File: config.mk
export PLATFORM = sky130hd
export DESIGN_NAME = pstu_div
export DESIGN_NICKNAME = d
export VERILOG_FILES = /design/src/hdl/pstu_pkg.sv /design/src/hdl/pstu_div.sv
export SDC_FILE = /design/constraint.sdc
export NUM_CORES = 1
export LEC_CHECK = 0
export ABC_CLOCK_PERIOD_IN_PS = 3400
export BUFFER_PORTS_ARGS = -buffer_cell sky130_fd_sc_hd__clkbuf_2
export CORE_MARGIN = 8
export CORE_UTILIZATION = 25
export DETAILED_ROUTE_END_ITERATION = 10
export PLACE_DENSITY = 0.45
export SYNTH_ARGS = -nofsm -noshare
export SYNTH_HDL_FRONTEND = slang
export SYNTH_SLANG_ARGS = --single-unit
export TNS_END_PERCENT = 30
File: constraint.sdc
create_clock -name clk_i -period 3.4 [get_ports clk_i]
set_clock_uncertainty 0.05 [all_clocks]
set_input_delay 0.34 -clock clk_i [delete_from_list [all_inputs] [get_ports clk_i]]
set_output_delay 0.34 -clock clk_i [all_outputs]
set_load 0.05 [all_outputs]
File: src/hdl/pstu_pkg.sv
// types, codes and constants shared by the particle store blocks
`timescale 1ns / 1ps
package pstu_pkg;

  localparam int unsigned MAX_PARTICLES_DEF = 512;
  localparam int unsigned DIV_W             = 41;
  localparam logic [15:0] LIFE_FULL         = 16'h8000;
  localparam int          GRAVITY_DROP      = 20;
  localparam int          ONE_Q12           = 4096;
  localparam logic [31:0] BH_MIN_D2         = 32'd1678;
  localparam logic [6:0]  BH_SCALE          = 7'd100;

  typedef enum logic [2:0] {
    ACT_ADD   = 3'd0,
    ACT_STEP  = 3'd1,
    ACT_AGE   = 3'd2,
    ACT_CLEAR = 3'd3,
    ACT_READ  = 3'd4
  } action_e;

  typedef enum logic [1:0] {
    MODE_STILL      = 2'd0,
    MODE_GRAVITY    = 2'd1,
    MODE_BLACK_HOLE = 2'd2
  } mode_e;

  typedef enum logic [1:0] {
    CFG_SIM_MODE  = 2'd0,
    CFG_TIME_STEP = 2'd1,
    CFG_WIN_W     = 2'd2,
    CFG_WIN_H     = 2'd3
  } cfg_index_e;

  typedef enum logic [3:0] {
    ST_IDLE,
    ST_ISSUE,
    ST_FETCH,
    ST_SQUARE,
    ST_SUM,
    ST_SCALE,
    ST_XGO,
    ST_XWAIT,
    ST_YGO,
    ST_YWAIT,
    ST_WRITE
  } state_e;

  typedef struct packed {
    logic [2:0]  action;
    logic [11:0] pixel_x;
    logic [11:0] pixel_y;
    logic [8:0]  read_index;
  } req_t;

  typedef struct packed {
    logic signed [15:0] pos_x;
    logic signed [15:0] pos_y;
    logic [15:0]        life_left;
    logic               is_alive;
    logic               entry_present;
  } res_t;

  typedef struct packed {
    logic signed [15:0] x;
    logic signed [15:0] y;
    logic [15:0]        life;
  } entry_t;

  typedef struct packed {
    logic             start;
    logic [DIV_W-1:0] num;
    logic [DIV_W-1:0] den;
  } div_req_t;

  typedef struct packed {
    logic             done;
    logic [DIV_W-1:0] quot;
    logic             rem_nz;
  } div_rsp_t;

endpackage

File: src/hdl/pstu_div.sv
// restoring divider, one quotient bit per cycle
`timescale 1ns / 1ps
module pstu_div (
  input  logic               clk_i,
  input  logic               rst_ni,
  input  pstu_pkg::div_req_t req_i,
  output pstu_pkg::div_rsp_t rsp_o
);
  import pstu_pkg::*;

  localparam int unsigned CNTW = $clog2(DIV_W + 1);

  logic [DIV_W-1:0] rem_q, rem_d;
  logic [DIV_W-1:0] quo_q, quo_d;
  logic [DIV_W-1:0] den_q, den_d;
  logic [CNTW-1:0]  cnt_q, cnt_d;
  logic             run_q, run_d;
  logic             done_q, done_d;
  logic [DIV_W:0]   shifted;
  logic [DIV_W+1:0] diff;

  always_comb begin
    shifted = {rem_q, quo_q[DIV_W-1]};
    diff    = {1'b0, shifted} - {2'b00, den_q};
    rem_d   = rem_q;
    quo_d   = quo_q;
    den_d   = den_q;
    cnt_d   = cnt_q;
    run_d   = run_q;
    done_d  = 1'b0;
    if (req_i.start) begin
      rem_d = '0;
      quo_d = req_i.num;
      den_d = req_i.den;
      cnt_d = CNTW'(DIV_W);
      run_d = 1'b1;
    end else if (run_q) begin
      if (diff[DIV_W+1]) begin
        rem_d = shifted[DIV_W-1:0];
        quo_d = {quo_q[DIV_W-2:0], 1'b0};
      end else begin
        rem_d = diff[DIV_W-1:0];
        quo_d = {quo_q[DIV_W-2:0], 1'b1};
      end
      cnt_d = cnt_q - CNTW'(1);
      if (cnt_q == CNTW'(1)) begin
        run_d  = 1'b0;
        done_d = 1'b1;
      end
    end
  end

  always_ff @(posedge clk_i or negedge rst_ni) begin
    if (!rst_ni) begin
      cnt_q  <= '0;
      run_q  <= 1'b0;
      done_q <= 1'b0;
    end else begin
      cnt_q  <= cnt_d;
      run_q  <= run_d;
      done_q <= done_d;
    end
  end

  always_ff @(posedge clk_i) begin
    rem_q <= rem_d;
    quo_q <= quo_d;
    den_q <= den_d;
  end

  assign rsp_o.done   = done_q;
  assign rsp_o.quot   = quo_q;
  assign rsp_o.rem_nz = |rem_q;

endmodule

==> results by group <==
GRT
  – GRT met1 Usage: 0.151
  – Met2 global-route usage: 0.199
  – Gr busiest metal: met2
  – Overall Global Routing Usage: 0.117
  – Grt met3 use: 0.0212
  – Largest net degree at the start of global routing: 96
  – Antenna violations before repair: 0
  – Number of global-route vias before repair: ~6000
  – Total grt overflow: 0
  – First-pass GRT wire length: between 30000 and 40000 um

Flow run
  – Number of max-cap violations: 0

Yosys
  – Instance count of the mapped netlist: ~760
  – Post-synth top area share: 0.318
  – Seq/Total Area, Yosys: 0.450
  – Post-synth ARST share: 0.0611
  – Top FF cell, synth: edfxtp_1
  – Syn. warnings: 0
  – Top post-synthesis cells by area: edfxtp_1 (32%), dfxtp_1 (11%), ha_1 (7.0%)
  – Largest area contributor in the netlist: edfxtp_1
  – EDFF count, synth: 82
  – Yosys reg bits: approximately 130
  – Syn Area/Cell: between 10 and 15 um2
  – Post-Syn Nets: between 800 and 900
  – Post-synthesis cell type count: 67
  – Synth Cell Area: a little under 8000 um2

Critical path
  – Startpoint Class: flip-flop
  – Reg2Reg Launch Point: quo_q[40]
  – Top cell by count, worst path: a21oi_1
  – Reg2Reg Depth: 15
  – WP data arrival: about 3.5 ns
  – Worst Setup SP: quo_q[40]
  – Req. time, crit path: 3.68 ns
  – Critical path peak fanout: 4
  – FF-to-FF End: rem_q[24]
  – Cells along the critical path: inv_1 > ha_1 > inv_1 > fa_1 > a211oi_1 > o21a_1 > buf_4 > a21oi_1 > a21oi_1 > o31ai_2 > buf_4 > a21oi_1 > xnor2_1 > mux2i_1 > a211oi_1
  – R2r setup slk: about 0.2 ns
  – Crit path kind: reg -> reg
  – CP Capture Type: flip-flop
  – Slowest stage cell, crit path: fa_1
  – Largest stage delay, worst path: about 0.41 ns

Timing
  – Post-route minimum period: ~3.2 ns
  – Final period util: 0.940
  – Final hold violations: 0
  – Slew Limit Fails: 0
  – Post-Route Setup TNS: 0 ns
  – Worst rel slew slack: 0.474
  – Final Setup Violations: 0
  – Fmax: around 310 MHz
  – Worst Max-Slew Pin Slew: between 0.7 and 0.8 ns
  – RSZ-0062 raised after global routing: false

Power
  – Switching pwr: 1280 uW
  – Clock power frac: 0.418
  – Combinational Power Share: 0.161
  – Internal Power: between 3000 and 4000 uW
  – Leakage: 0.00403 uW
  – Seq pwr share: 0.421
  – Max IR drop VDD: around 0.27 mV
  – P per Cell Area: approximately 470 nW/um2
  – Net switching share of the total power: 0.289

Layout
  – # fillers: 3219
  – Non-filler instance count after layout: 1300
  – Share of cells above drive strength 1: 0.263
  – Synth-to-layout area growth: 22.5%
  – Highest-count cells in the layout ignoring fill and taps: clkbuf_2 (126), edfxtp_1 (82), nor2_1 (66), inv_1 (51), a21oi_1 (45)
  – Post-layout util: 0.311
  – Multi-input gate area in the final layout: between 3000 and 4000 um2
  – Number of nets in the layout: 1020
  – Number of diodes: 0
  – Most common cell after layout, fill and taps aside: clkbuf_2
  – Seq. cell area: ~3500 um2

Floorplan
  – Initial core utilization: 0.254
  – Full die area: between 30000 and 40000 um2
  – DIE HEIGHT: 192 um
  – IO Pins: about 130
  – Row Count: 64
  – Core area: roughly 30000 um2
  – Die width: ~190 um

Route
  – 1st-pass router iterations: 4
  – Vias per cell: approximately 4.6
  – Post-route DRC: 0
  – Drt total wl: approximately 21000 um
  – Final antenna-violating net count: 0
  – Routed WL per cell: about 16 um
  – Vias: between 5000 and 6000
  – Iter 0 DRT Violations: between 300 and 400

Min path
  – Worst hold endpoint: den_q[2]
  – Hold path cells: 1
  – Hold wc startpoint: req_i[2]
  – Worst Hold Class: in -> reg

Placement
  – DP Wirelength: approximately 16000 um
  – Placed Cells: 1267
  – PortBufs: 127
  – Placer Congestion: about 0.78

Clocking
  – # H-tree levels: 4
  – CTS buffer count: 17
  – Worst-path clk slew: 0.06 ns
  – Setup Buffers After CTS: 0
  – Clk Latency, worst-skew pair: roughly 0.42 ns
  – Clk sink count: 131
  – Root Buffer: clkbuf_16
  – CTS tree: yes
  – Maximum buffer depth of the clock tree: 2

Outcome
  – Status: completed
## layout make-up
cell class                      instances  area share
Inverter                               52      0.0206
Clock buffer                           17      0.0449
Multi-Input combinational cell        538       0.409
Tap cell                              396      0.0523
Sequential cell                       131       0.368
Clock inverter                         15      0.0165
Timing Repair Buffer                  151      0.0893
## registers in the layout, indices dropped and copies added, names as in the netlist
name,count
cnt_q,6
den_q,41
done_q,1
quo_q,41
rem_q,41
run_q,1
## through the flow
stage                     setup slack [ns]  hold slack [ns]  area [um2]  total power (uW)
after detailed placement             0.118            0.157        8870              2610
after global routing                0.0173           0.0223        9480              4630
final                                0.205           0.0396        9480              4420
after floorplan                     0.0779         -0.00559        7730              2390
after global placement               0.184            0.153        8870              2610
after CTS                           0.0627           0.0190        9470              4500
## worst max-delay path by stage
| stage | end |
|---|---|
| finish | rem_q[24] |
| global route | rem_q[36] |
| CTS | rem_q[5] |
| detailed placement | rem_q[5] |
| global placement | rem_q[12] |
| floorplan | rem_q[1] |
## cells in the mapped netlist, drive strengths merged (11+ instances only)
cell    number
edfxtp      82
nor2        67
inv         52
a21oi       45
ha          43
nand2       42
dfxtp       41
mux2        40
a211oi      37
o21ai       37
mux2i       30
clkbuf      24
xnor2       24
a21o        20
xor2        14
buf         13
nand2b      13
nor3        13
nor4        12
nand4       11
## timing repair
action / CTS / global route
hold buffers: 1 / 0
setup endpoints to repair: 0 / 32
gates resized for setup: 0 / 3
hold endpoints to repair: 8 / 0
## power by group through the flow
stage,logic [uW],registers [uW],clock network [uW]
after floorplan,321,2070,0
after CTS,721,1860,1920
after global placement,718,1890,0
after detailed placement,716,1890,0
final,712,1860,1850
after global routing,775,1870,1980
## cell families (layout without fill, tap and decap cells)
| family | Yosys count | count (layout) | synth area share |
|---|---|---|---|
| adders and majority gates | 44 | 44 | 0.0721 |
| and+or+nand+nor | 193 | 193 | 0.121 |
| AOI/OAI and AO/OA | 193 | 193 | 0.167 |
| xor gates and xnor gates | 38 | 38 | 0.0430 |
| muxes | 70 | 70 | 0.0971 |
| buffers and inverters | 89 | 235 | 0.0501 |
| DFF | 131 | 131 | 0.450 |
## worst max-delay path, delay by kind of cell, from the launching register on
kind / cells / cell delay (ns)
flops: 1 / 0.40
mux: 1 / 0.09
buf+inv: 4 / 0.43
xor+xnor: 1 / 0.15
compound gates: 7 / 1.41
fa+ha+maj: 2 / 0.56
## routing by layer
layer | vias to the layer above | wire, um
met3 | 14 | 580
met1 | 2857 | 9990
met4 | 0 | 237
met5 | - | 0
met2 | 63 | 10600
li1 | 3057 | -
Note: power is estimated with default switching activity, not from simulation.
